`src/rtl/core/itp_pkg.sv`:
```
// Shared types, constants and the precedence function of the infix-to-postfix converter.
package itp_pkg;

	localparam int STACK_DEPTH_DEF = 16;
	localparam int MAX_RESULTS     = 16;
	localparam int NW              = $clog2(MAX_RESULTS + 1);

	localparam logic [7:0] SYM_PLUS  = 8'h2B;
	localparam logic [7:0] SYM_MINUS = 8'h2D;
	localparam logic [7:0] SYM_MUL   = 8'h2A;
	localparam logic [7:0] SYM_DIV   = 8'h2F;

	localparam logic OP_SYMBOL = 1'b0;
	localparam logic OP_END    = 1'b1;

	typedef enum logic [2:0] {
		ST_IDLE,
		ST_READ,
		ST_EVAL,
		ST_PUSH,
		ST_FLUSH
	} state_t;

	typedef struct packed {
		logic load;
		logic rd;
		logic pop;
		logic push;
		logic ovf;
		logic flush;
	} cmd_t;

	typedef struct packed {
		logic is_end;
		logic cnt_zero;
		logic cnt_full;
		logic n_max;
		logic pop_ok;
		logic pend_v;
		logic out_free;
	} sts_t;

	function automatic logic [1:0] rank_of(input logic [7:0] b);
		logic [1:0] r;
		if (b == SYM_PLUS || b == SYM_MINUS) begin
			r = 2'd1;
		end else if (b == SYM_MUL || b == SYM_DIV) begin
			r = 2'd2;
		end else begin
			r = 2'd3;
		end
		return r;
	endfunction

endpackage

```
`src/rtl/core/itp_ctrl.sv`:
```
// Controller state machine sequencing reads, pops, pushes and output of each transaction.
module itp_ctrl (
	input  logic          clk,
	input  logic          arst_n,
	input  logic          in_valid,
	output logic          in_stall,
	input  itp_pkg::sts_t sts,
	output itp_pkg::cmd_t cmd
);

	itp_pkg::state_t state_q;
	itp_pkg::state_t state_nxt;

	always_ff @(posedge clk or negedge arst_n) begin
		if (!arst_n) begin
			state_q <= itp_pkg::ST_IDLE;
		end else begin
			state_q <= state_nxt;
		end
	end

	always_comb begin
		state_nxt = state_q;
		unique case (state_q)
			itp_pkg::ST_IDLE: begin
				if (in_valid) begin
					state_nxt = itp_pkg::ST_READ;
				end
			end
			itp_pkg::ST_READ: begin
				if (sts.cnt_zero || sts.n_max) begin
					state_nxt = sts.is_end ? itp_pkg::ST_FLUSH : itp_pkg::ST_PUSH;
				end else begin
					state_nxt = itp_pkg::ST_EVAL;
				end
			end
			itp_pkg::ST_EVAL: begin
				if (!sts.pop_ok) begin
					state_nxt = itp_pkg::ST_PUSH;
				end else if (!sts.pend_v || sts.out_free) begin
					state_nxt = itp_pkg::ST_READ;
				end
			end
			itp_pkg::ST_PUSH: begin
				if (!sts.cnt_full || sts.n_max || !sts.pend_v || sts.out_free) begin
					state_nxt = itp_pkg::ST_FLUSH;
				end
			end
			itp_pkg::ST_FLUSH: begin
				if (!sts.pend_v || sts.out_free) begin
					state_nxt = itp_pkg::ST_IDLE;
				end
			end
			default: state_nxt = itp_pkg::ST_IDLE;
		endcase
	end

	always_comb begin
		cmd      = '0;
		in_stall = 1'b1;
		unique case (state_q)
			itp_pkg::ST_IDLE: begin
				in_stall = 1'b0;
				cmd.load = in_valid;
			end
			itp_pkg::ST_READ: begin
				cmd.rd = !(sts.cnt_zero || sts.n_max);
			end
			itp_pkg::ST_EVAL: begin
				cmd.pop = sts.pop_ok && (!sts.pend_v || sts.out_free);
			end
			itp_pkg::ST_PUSH: begin
				cmd.push = !sts.cnt_full;
				cmd.ovf  = sts.cnt_full && !sts.n_max && (!sts.pend_v || sts.out_free);
			end
			itp_pkg::ST_FLUSH: begin
				cmd.flush = sts.pend_v && sts.out_free;
			end
			default: begin
				cmd = '0;
			end
		endcase
	end

endmodule

```
`src/rtl/core/itp_dp.sv`:
```
// Datapath: operator stack memory, counters, pending result and output register.
module itp_dp #(
	parameter int STACK_DEPTH = itp_pkg::STACK_DEPTH_DEF
) (
	input  logic          clk,
	input  logic          arst_n,
	input  logic          opcode,
	input  logic [7:0]    symbol,
	input  itp_pkg::cmd_t cmd,
	output itp_pkg::sts_t sts,
	output logic          out_valid,
	input  logic          out_stall,
	output logic [7:0]    out_symbol,
	output logic          last,
	output logic          overflow
);

	localparam int AW = (STACK_DEPTH > 1) ? $clog2(STACK_DEPTH) : 1;
	localparam int CW = $clog2(STACK_DEPTH + 1);

	logic [7:0]           mem [STACK_DEPTH];
	logic [7:0]           rd_q;
	logic [CW-1:0]        cnt_q;
	logic [itp_pkg::NW-1:0] n_q;
	logic                 op_q;
	logic [7:0]           sym_q;
	logic                 pend_v_q;
	logic [7:0]           pend_sym_q;
	logic                 pend_ovf_q;
	logic                 out_valid_q;
	logic [7:0]           out_sym_q;
	logic                 out_last_q;
	logic                 out_ovf_q;
	logic                 out_load;

	always_ff @(posedge clk) begin
		if (cmd.push) begin
			mem[AW'(cnt_q)] <= sym_q;
		end
		if (cmd.rd) begin
			rd_q <= mem[AW'(cnt_q - CW'(1))];
		end
	end

	always_ff @(posedge clk) begin
		if (cmd.load) begin
			op_q  <= opcode;
			sym_q <= symbol;
		end
	end

	always_ff @(posedge clk or negedge arst_n) begin
		if (!arst_n) begin
			cnt_q <= '0;
			n_q   <= '0;
		end else begin
			if (cmd.load) begin
				n_q <= '0;
			end else if (cmd.pop || cmd.ovf) begin
				n_q <= n_q + itp_pkg::NW'(1);
			end
			if (cmd.pop) begin
				cnt_q <= cnt_q - CW'(1);
			end else if (cmd.push) begin
				cnt_q <= cnt_q + CW'(1);
			end
		end
	end

	always_ff @(posedge clk or negedge arst_n) begin
		if (!arst_n) begin
			pend_v_q <= 1'b0;
		end else if (cmd.pop || cmd.ovf) begin
			pend_v_q <= 1'b1;
		end else if (cmd.flush) begin
			pend_v_q <= 1'b0;
		end
	end

	always_ff @(posedge clk) begin
		if (cmd.pop || cmd.ovf) begin
			pend_sym_q <= cmd.pop ? rd_q : 8'h00;
			pend_ovf_q <= cmd.ovf;
		end
	end

	assign out_load = cmd.flush || ((cmd.pop || cmd.ovf) && pend_v_q);

	always_ff @(posedge clk or negedge arst_n) begin
		if (!arst_n) begin
			out_valid_q <= 1'b0;
		end else if (out_load) begin
			out_valid_q <= 1'b1;
		end else if (!out_stall) begin
			out_valid_q <= 1'b0;
		end
	end

	always_ff @(posedge clk) begin
		if (out_load) begin
			out_sym_q  <= pend_sym_q;
			out_ovf_q  <= pend_ovf_q;
			out_last_q <= cmd.flush;
		end
	end

	always_comb begin
		sts.is_end   = (op_q == itp_pkg::OP_END);
		sts.cnt_zero = (cnt_q == '0);
		sts.cnt_full = (cnt_q == CW'(STACK_DEPTH));
		sts.n_max    = (n_q == itp_pkg::NW'(itp_pkg::MAX_RESULTS));
		sts.pop_ok   = (op_q == itp_pkg::OP_END) ||
			(itp_pkg::rank_of(sym_q) <= itp_pkg::rank_of(rd_q));
		sts.pend_v   = pend_v_q;
		sts.out_free = !out_valid_q || !out_stall;
	end

	assign out_valid  = out_valid_q;
	assign out_symbol = out_sym_q;
	assign last       = out_last_q;
	assign overflow   = out_ovf_q;

endmodule

```
`src/rtl/core/infix_to_postfix_converter_top.sv`:
```
// Top level of the infix-to-postfix converter: controller plus datapath.
// Steps: a symbol is loaded in ST_IDLE and passes ST_READ, ST_PUSH and ST_FLUSH (an end skips
// ST_PUSH). On a non-empty stack each top entry first takes a registered read in ST_READ, then
// a compare in ST_EVAL. The final result shows on the output in the cycle after the flush.
// Throughput: one transaction at a time; in_stall stays high until the controller is idle.
// A result waiting on a stalled output holds the controller once a newer one or flush is due.
// Reset (arst_n low, asynchronous) empties the stack and clears all valid flags; no clearing pass.
module infix_to_postfix_converter_top #(
	parameter int STACK_DEPTH = itp_pkg::STACK_DEPTH_DEF
) (
	input  logic       clk,
	input  logic       arst_n,
	input  logic       in_valid,
	output logic       in_stall,
	input  logic       opcode,
	input  logic [7:0] symbol,
	output logic       out_valid,
	input  logic       out_stall,
	output logic [7:0] out_symbol,
	output logic       last,
	output logic       overflow
);

	itp_pkg::cmd_t cmd;
	itp_pkg::sts_t sts;

	itp_ctrl u_ctrl (
		.clk      (clk),
		.arst_n   (arst_n),
		.in_valid (in_valid),
		.in_stall (in_stall),
		.sts      (sts),
		.cmd      (cmd)
	);

	itp_dp #(
		.STACK_DEPTH (STACK_DEPTH)
	) u_dp (
		.clk        (clk),
		.arst_n     (arst_n),
		.opcode     (opcode),
		.symbol     (symbol),
		.cmd        (cmd),
		.sts        (sts),
		.out_valid  (out_valid),
		.out_stall  (out_stall),
		.out_symbol (out_symbol),
		.last       (last),
		.overflow   (overflow)
	);

endmodule

```
`config.mk`:
```
export PLATFORM = sky130hd
export DESIGN_NAME = infix_to_postfix_converter_top
export DESIGN_NICKNAME = d
export VERILOG_FILES = /design/src/rtl/core/itp_pkg.sv /design/src/rtl/core/itp_ctrl.sv /design/src/rtl/core/itp_dp.sv /design/src/rtl/core/infix_to_postfix_converter_top.sv
export SDC_FILE = /design/constraint.sdc
export NUM_CORES = 1
export LEC_CHECK = 0
export ABC_AREA = 1
export BUFFER_PORTS_ARGS = -buffer_cell sky130_fd_sc_hd__buf_2
export CORE_MARGIN = 2
export CORE_UTILIZATION = 55
export CTS_CLUSTER_DIAMETER = 100
export DETAILED_ROUTE_END_ITERATION = 10
export PLACE_DENSITY = 0.75
export SYNTH_ARGS = -nofsm -noshare
export SYNTH_HDL_FRONTEND = slang
export SYNTH_SLANG_ARGS = --single-unit
export TNS_END_PERCENT = 50
```
`constraint.sdc`:
```
create_clock -name clk -period 2.85 [get_ports clk]
set_clock_uncertainty 0.05 [all_clocks]
set_input_delay 0.57 -clock clk [delete_from_list [all_inputs] [get_ports clk]]
set_output_delay 0.57 -clock clk [all_outputs]
set_load 0.05 [all_outputs]
```
# After elaboration in Yosys (flattened, before gate mapping)

Memories as Yosys holds them, arrays and structs flattened. A register that Yosys moved wholly into a read port is not among the register bits.
Index checks and enable logic that the tools add are counted.

RAM bits: 128
Input bits: 13
Output and inout bits: 12
Memories kept: 1
Logic and storage cells: 94
Register bits after elaboration: 43

Add/sub/neg operators: 3
Equality and inequality tests: 19
$lt $le $gt $ge: 1
Reductions and logical operators: 30
Multiplexer cells: 28

Memories:

| name     | words | width | read ports | clocked after memory_dff | write ports | RTL line     | RTL |
|---|---|---|---|---|---|---|---|
| u_dp.mem | 16    | 8     | 1          | 1                        | 1           | itp_dp.sv:21 | `logic [7:0] mem [STACK_DEPTH];` |

Operators with widths:

| operator                                                                | count |
|---|---|
| 8-bit by 6-bit == test with 1-bit output, second input constant         | 8 |
| 3-bit two-way mux                                                       | 7 |
| 5-bit two-way mux                                                       | 4 |
| 3-bit one-hot mux with 5 select lines                                   | 1 |
| 1-bit logical OR                                                        | 13 |
| 1-bit two-way mux                                                       | 13 |
| 5-bit by 1-bit adder with 5-bit output, second input constant           | 2 |
| 5-bit == test, second input constant                                    | 2 |
| 3-bit by 2-bit == test with 1-bit output, second input constant         | 2 |
| 1-bit logical NOT                                                       | 6 |
| 2-bit two-way mux                                                       | 3 |
| 2-bit by 1-bit inequality test with 1-bit output, second input constant | 3 |
| 2-bit nonzero test                                                      | 3 |
| 1-bit logical AND                                                       | 5 |
| 5-bit logical NOT                                                       | 1 |
| 5-bit by 1-bit subtractor with 5-bit output, second input constant      | 1 |
| 4-bit AND reduction                                                     | 1 |
| 3-bit by 1-bit == test with 1-bit output, second input constant         | 1 |
| 3-bit == test, second input constant                                    | 1 |
| 3-bit logical NOT                                                       | 1 |
| 3-bit inequality test, second input constant                            | 1 |
| 2-bit <= comparator                                                     | 1 |
| 2-bit inequality test, second input constant                            | 1 |

# Longest topological paths before layout

Word-level depth: 12
Depth in mapped cells: 13
Depth with buffers taken out: 13

# Modules after synthesis

Synthesis repeated with hierarchy kept, for this count alone.

Cell total of the unflattened synthesis: 765
Area, all modules: 7902.6 µm²

By module, submodules not included:

| module   | times used | seq. area each (µm²) | area an instance (µm²) | cells an instance |
|---|---|---|---|---|
| itp_dp   | 1          | 5225.0               | 7602.3                 | 715 |
| itp_ctrl | 1          | 75.1                 | 300.3                  | 50 |

# Least setup slack after synthesis

No wires, ideal clock.

Kind: reg2reg
Start point: reg u_dp.cnt_q[0]
End point: reg u_dp.rd_q[0], read port of u_dp.mem, enable pin
Data arrival time: 2092 ps
Path buffers: 2
Setup time: 395 ps
Period minus slack after synthesis: 2536 ps
Cell stages (with the launch flop): 8
Required time: 2405 ps
Slack: 314 ps
Cell sequence: dfrtp_1 > inv_1 > buf_2 > buf_2 > ha_1 > nand3_1 > nand2_1 > nor4_1

RTL lines:

| item                   | RTL line     | RTL |
|---|---|---|
| start, declared        | itp_dp.sv:23 | `logic [CW-1:0] cnt_q;` |
| start signal, assigned | itp_dp.sv:63 | `cnt_q <= cnt_q - CW'(1);` |
| start signal, assigned | itp_dp.sv:65 | `cnt_q <= cnt_q + CW'(1);` |
| end, declared          | itp_dp.sv:22 | `logic [7:0] rd_q;` |

# Worst setup path in the final report

Start point: reg u_dp.rd_q[4], read port of u_dp.mem
End point: reg u_dp.out_sym_q[0], in the netlist u_dp.out_symbol[0], enable pin

Cells in the longest elaborated chain, start to end: 11
Elaborated cells on any way between the ends: 15
Classes of those cells: order compare: 1; eq/ne: 4; mux: 3; reduce/logical: 7

Ends and longest elaborated chain:

| item                                     | RTL line       | RTL |
|---|---|---|
| 8-bit by 6-bit == test with 1-bit output | itp_pkg.sv:47  | `end else if (b == SYM_MUL \|\| b == SYM_DIV) begin` |
| 1-bit logical OR                         | itp_pkg.sv:47  |  |
| 1-bit two-way mux                        | itp_pkg.sv:47  |  |
| 2-bit two-way mux (*)                    | itp_pkg.sv:45  | `if (b == SYM_PLUS \|\| b == SYM_MINUS) begin` |
| 2-bit <= comparator (*)                  | itp_dp.sv:113  | `(itp_pkg::rank_of(sym_q) <= itp_pkg::rank_of(rd_q));` |
| 1-bit logical OR (*)                     | itp_dp.sv:112  | `sts.pop_ok = (op_q == itp_pkg::OP_END) \|\|` |
| 1-bit logical AND (*)                    | itp_ctrl.sv:70 | `cmd.pop = sts.pop_ok && (!sts.pend_v \|\| sts.out_free);` |
| 1-bit two-way mux (*)                    | itp_ctrl.sv:61 | `unique case (state_q)` |
| 1-bit logical OR (*)                     | itp_dp.sv:87   | `assign out_load = cmd.flush \|\| ((cmd.pop \|\| cmd.ovf) && pend_v_q);` |
| 1-bit logical AND (*)                    | itp_dp.sv:87   |  |
| 1-bit logical OR (*)                     | itp_dp.sv:87   |  |
| named net u_dp.out_load                  | itp_dp.sv:34   | `logic out_load;` |
| end signal, assigned                     | itp_dp.sv:101  | `out_sym_q <= pend_sym_q;` |
| end, declared                            | itp_dp.sv:31   | `logic [7:0] out_sym_q;` |

Mark *: on every way through the listed nets, which the timed path passes. The rest lies on a longest branch.
A chain may end at the register's enable or synchronous reset.

==> run_results.csv <==
group,metric,value,unit
run_status,outcome,"completed",
yosys,ys_warn_count,0,
yosys,synth_fp_nets,638,
clock_tree,clkLatencyLatePin,430,ps
worst_hold_path,hold_end,"u_dp.op_q",
flow_run,cap_viol_max_count,0,
power,comb_power_share,0.379,
critical_path,r2r-start,"u_dp.rd_q[4]",
power,power_density,1170,nW/um2
global_routing,grt_max_degree,69,
floorplan,ioPinCount,25,
clock_tree,clk_pin_slew,60,ps
global_routing,antenna_found_initial,0,
yosys,synthArstFlopShare,0.0838,
power,p_leak,3.17,nW
drt,finalWirelength,16.6,mm
floorplan,die_x,120,um
worst_hold_path,holdPathStages,1,
worst_hold_path,min_path_type,"in2reg",
yosys,yosysSeqAreaShare,0.712,
drt,viasPerCell,5.79,
yosys,netlist.top_cell.by_area,"edfxtp_1",
critical_path,worstSetupPathType,"reg2reg",
yosys,ys_ff_latch,179,
clock_tree,cts_resized,0,
clock_tree,cts_max_level,4,
yosys,yosys-top-cells-count,"edfxtp_1 (164), nor2_1 (129), o21ai_0 (67), nand2_1 (52), nand3_1 (48)",
drt,drt_first_pass_iters,5,
global_routing,grt_usage,0.242,
power,p_switching,0.00386,W
drt,dr_total_vias,4962,
yosys,yosys-top-cells-area,"edfxtp_1 (66%), nor2_1 (6.5%), dfrtp_1 (5.0%)",
cells_and_area,finish.instance_area,8590,um2
drt,ant_nets,0,
clock_tree,cts.sinks,179,
power,swShare,0.385,
power,internal-power,0.00616,W
critical_path,reg2regPathDepth,10,
power,sequentialPowerShare,0.364,
yosys,synth-edff-count,164,
timing,relSlewSlack,0.521,
timing,rsz0062_at_grt,"false",
timing,fin_ws,244,ps
timing,final-hold-violation-count,0,
floorplan,die_h,120,um
yosys,synth_cell_type_count,28,
yosys,syn_inst,617,
drt,drt-wirelength-per-cell,19.3,um
worst_hold_path,min-delay-start,"opcode",
yosys,syn_area,7440,um2
critical_path,required,2890,ps
drt,initialDrtViolationCount,491,
clock_tree,cts_root_buf,"clkbuf_16",
power,total_power,0.0100,W
clock_tree,cts_tree,"built",
floorplan,fp.dieArea,14500,um2
timing,fin_crit,2610,ps
clock_tree,ctsHoldBuffers,1,
clock_tree,clockBufferDepth,2,
placement,placement.cell_area,7910,um2
cells_and_area,drive_gt1_frac,0.138,
timing,tns,0,ps
clock_tree,post_cts_buffers,0,
global_routing,grt_pass1_wl,25.9,mm
timing,slew_viol_final,0,
placement,dpl.hpwl,10.4,mm
cells_and_area,n_antenna_cell,0,
drt,drc_errors,0,
floorplan,core,13200,um2
critical_path,crit_path_end_kind,"flip-flop",
global_routing,overflow,0,
timing,setup_viol,0,
critical_path,cp_max_fo,10,
global_routing,grt_pass1_vias,4789,
cells_and_area,area_growth_syn_to_layout,15.5,%
floorplan,placementRows,42,
critical_path,arrival,2640,ps
yosys,avgSynthCellArea,12.1,um2
power,ir_drop,1160,uV
timing,fmax,384,MHz
clock_tree,numCtsBuffers,17,
yosys,ys.flop_type,"edfxtp_1",
critical_path,r2r_slack,240,ps
floorplan,start_util,0.562,
power,clkPwrFrac,0.257,
placement,globalplace.congestion,0.894,
critical_path,critPathLaunchType,"flip-flop",
timing,fin_crit_sh,0.914,
placement,place_ws,322,ps
cells_and_area,fin_nets,689,
critical_path,r2r_end,"u_dp.out_symbol[0]",
yosys,synth_most_common_cell,"edfxtp_1",
yosys,synth_top_area_share,0.662,
timing,worst_pin_slew,718,ps
placement,port_buffers,24,
[worst max-delay path, stage by stage (launching register included)]
cell and delay [ps]:
edfxtp_1 400, nor4_1 360, a21boi_0 290, ha_1 300, nand2_1 80, nand2_1 50, nand2_1 130, nand2_1 70
nand3_1 110, nand3_1 120, inv_1 310
[layout make-up]
cell class / count / area (um2)
Sequential cell: 179 / 5300
Fill cell: 975 / 4650
Multi-Input combinational cell: 370 / 1860
Clock buffer: 20 / 467
Timing Repair Buffer: 57 / 383
Tap cell: 176 / 220
Clock inverter: 12 / 200
Inverter: 43 / 161
[placed cells by master (no fill, tap or decap), types with 3 or more instances in the layout]
cell        netlist  final
nor3_1            5      5
edfxtp_1        164    164
clkbuf_8          0      3
bufinv_16         0      5
a21oi_1           4      4
inv_1            40     40
o21ai_0          67     67
nand4_1           7      7
nand3_1          48     48
nand2_1          52     52
ha_1              8      8
clkinvlp_4        0      3
buf_2             9     24
xor2_1            4      4
nor2_1          129    129
buf_4             0     31
clkbuf_16         0     17
dfrtp_1          15     14
o211ai_1         35     35
[stage by stage]
step	hold slack, ps	instances	util
global placement	357	824	0.598
detailed placement	355	824	0.598
floorplan	224	617	-
CTS	257	857	0.649
global route	262	857	0.649
finish	272	857	0.649
[power groups by stage]
stage | Combinational (W) | Clock (W) | Sequential (W)
2_1_floorplan | 0.00241 | 0 | 0.00386
3_3_place_gp | 0.00361 | 0 | 0.00367
3_5_place_dp | 0.00371 | 0 | 0.00369
4_1_cts | 0.00376 | 0.00261 | 0.00364
5_1_grt | 0.00416 | 0.00270 | 0.00368
6_report | 0.00379 | 0.00258 | 0.00365
[layer usage]
layer | vias up | part of all wire | global-route usage
li1 | 2293 | - | -
met1 | 2435 | 0.40 | 0.322
met2 | 215 | 0.50 | 0.400
met3 | 19 | 0.080 | 0.0495
met4 | 0 | 0.013 | 0.0879
met5 | - | 0 | 0
[worst max path at each step]
stage / endpoint / slack, ps / from
after CTS: u_dp.out_symbol[2] / 270 / u_dp.rd_q[4]
after global placement: u_dp.out_symbol[4] / 420 / u_dp.sym_q[4]
final: u_dp.out_symbol[0] / 240 / u_dp.rd_q[4]
after global routing: u_dp.out_symbol[0] / 20 / u_dp.sym_q[7]
after detailed placement: u_dp.out_symbol[5] / 320 / u_dp.rd_q[4]
after floorplan: u_dp.rd_q[0] / 310 / u_dp.cnt_q[0]
[flip-flops by register name (all words and copies together) (netlist names)]
signal	cells
u_dp.mem	128
u_dp.out_valid	1
u_dp.out_symbol	8
u_dp.n_q	5
u_dp.overflow	1
u_ctrl.state_q	3
u_dp.sym_q	8
u_dp.last	1
u_dp.rd_q	8
u_dp.pend_sym_q	8
u_dp.pend_ovf_q	1
u_dp.op_q	1
u_dp.cnt_q	5
u_dp.pend_v_q	1
[cells by family after synthesis]
group	Yosys count	share of synthesized area
and+or+nand+nor	246	0.138
DFF	179	0.712
AOI/OAI and AO/OA	108	0.0851
buffers and inverters	68	0.0378
xor gates and xnor gates	8	0.0130
adders and majority gates	8	0.0135
(Power assumes the default switching activity.)
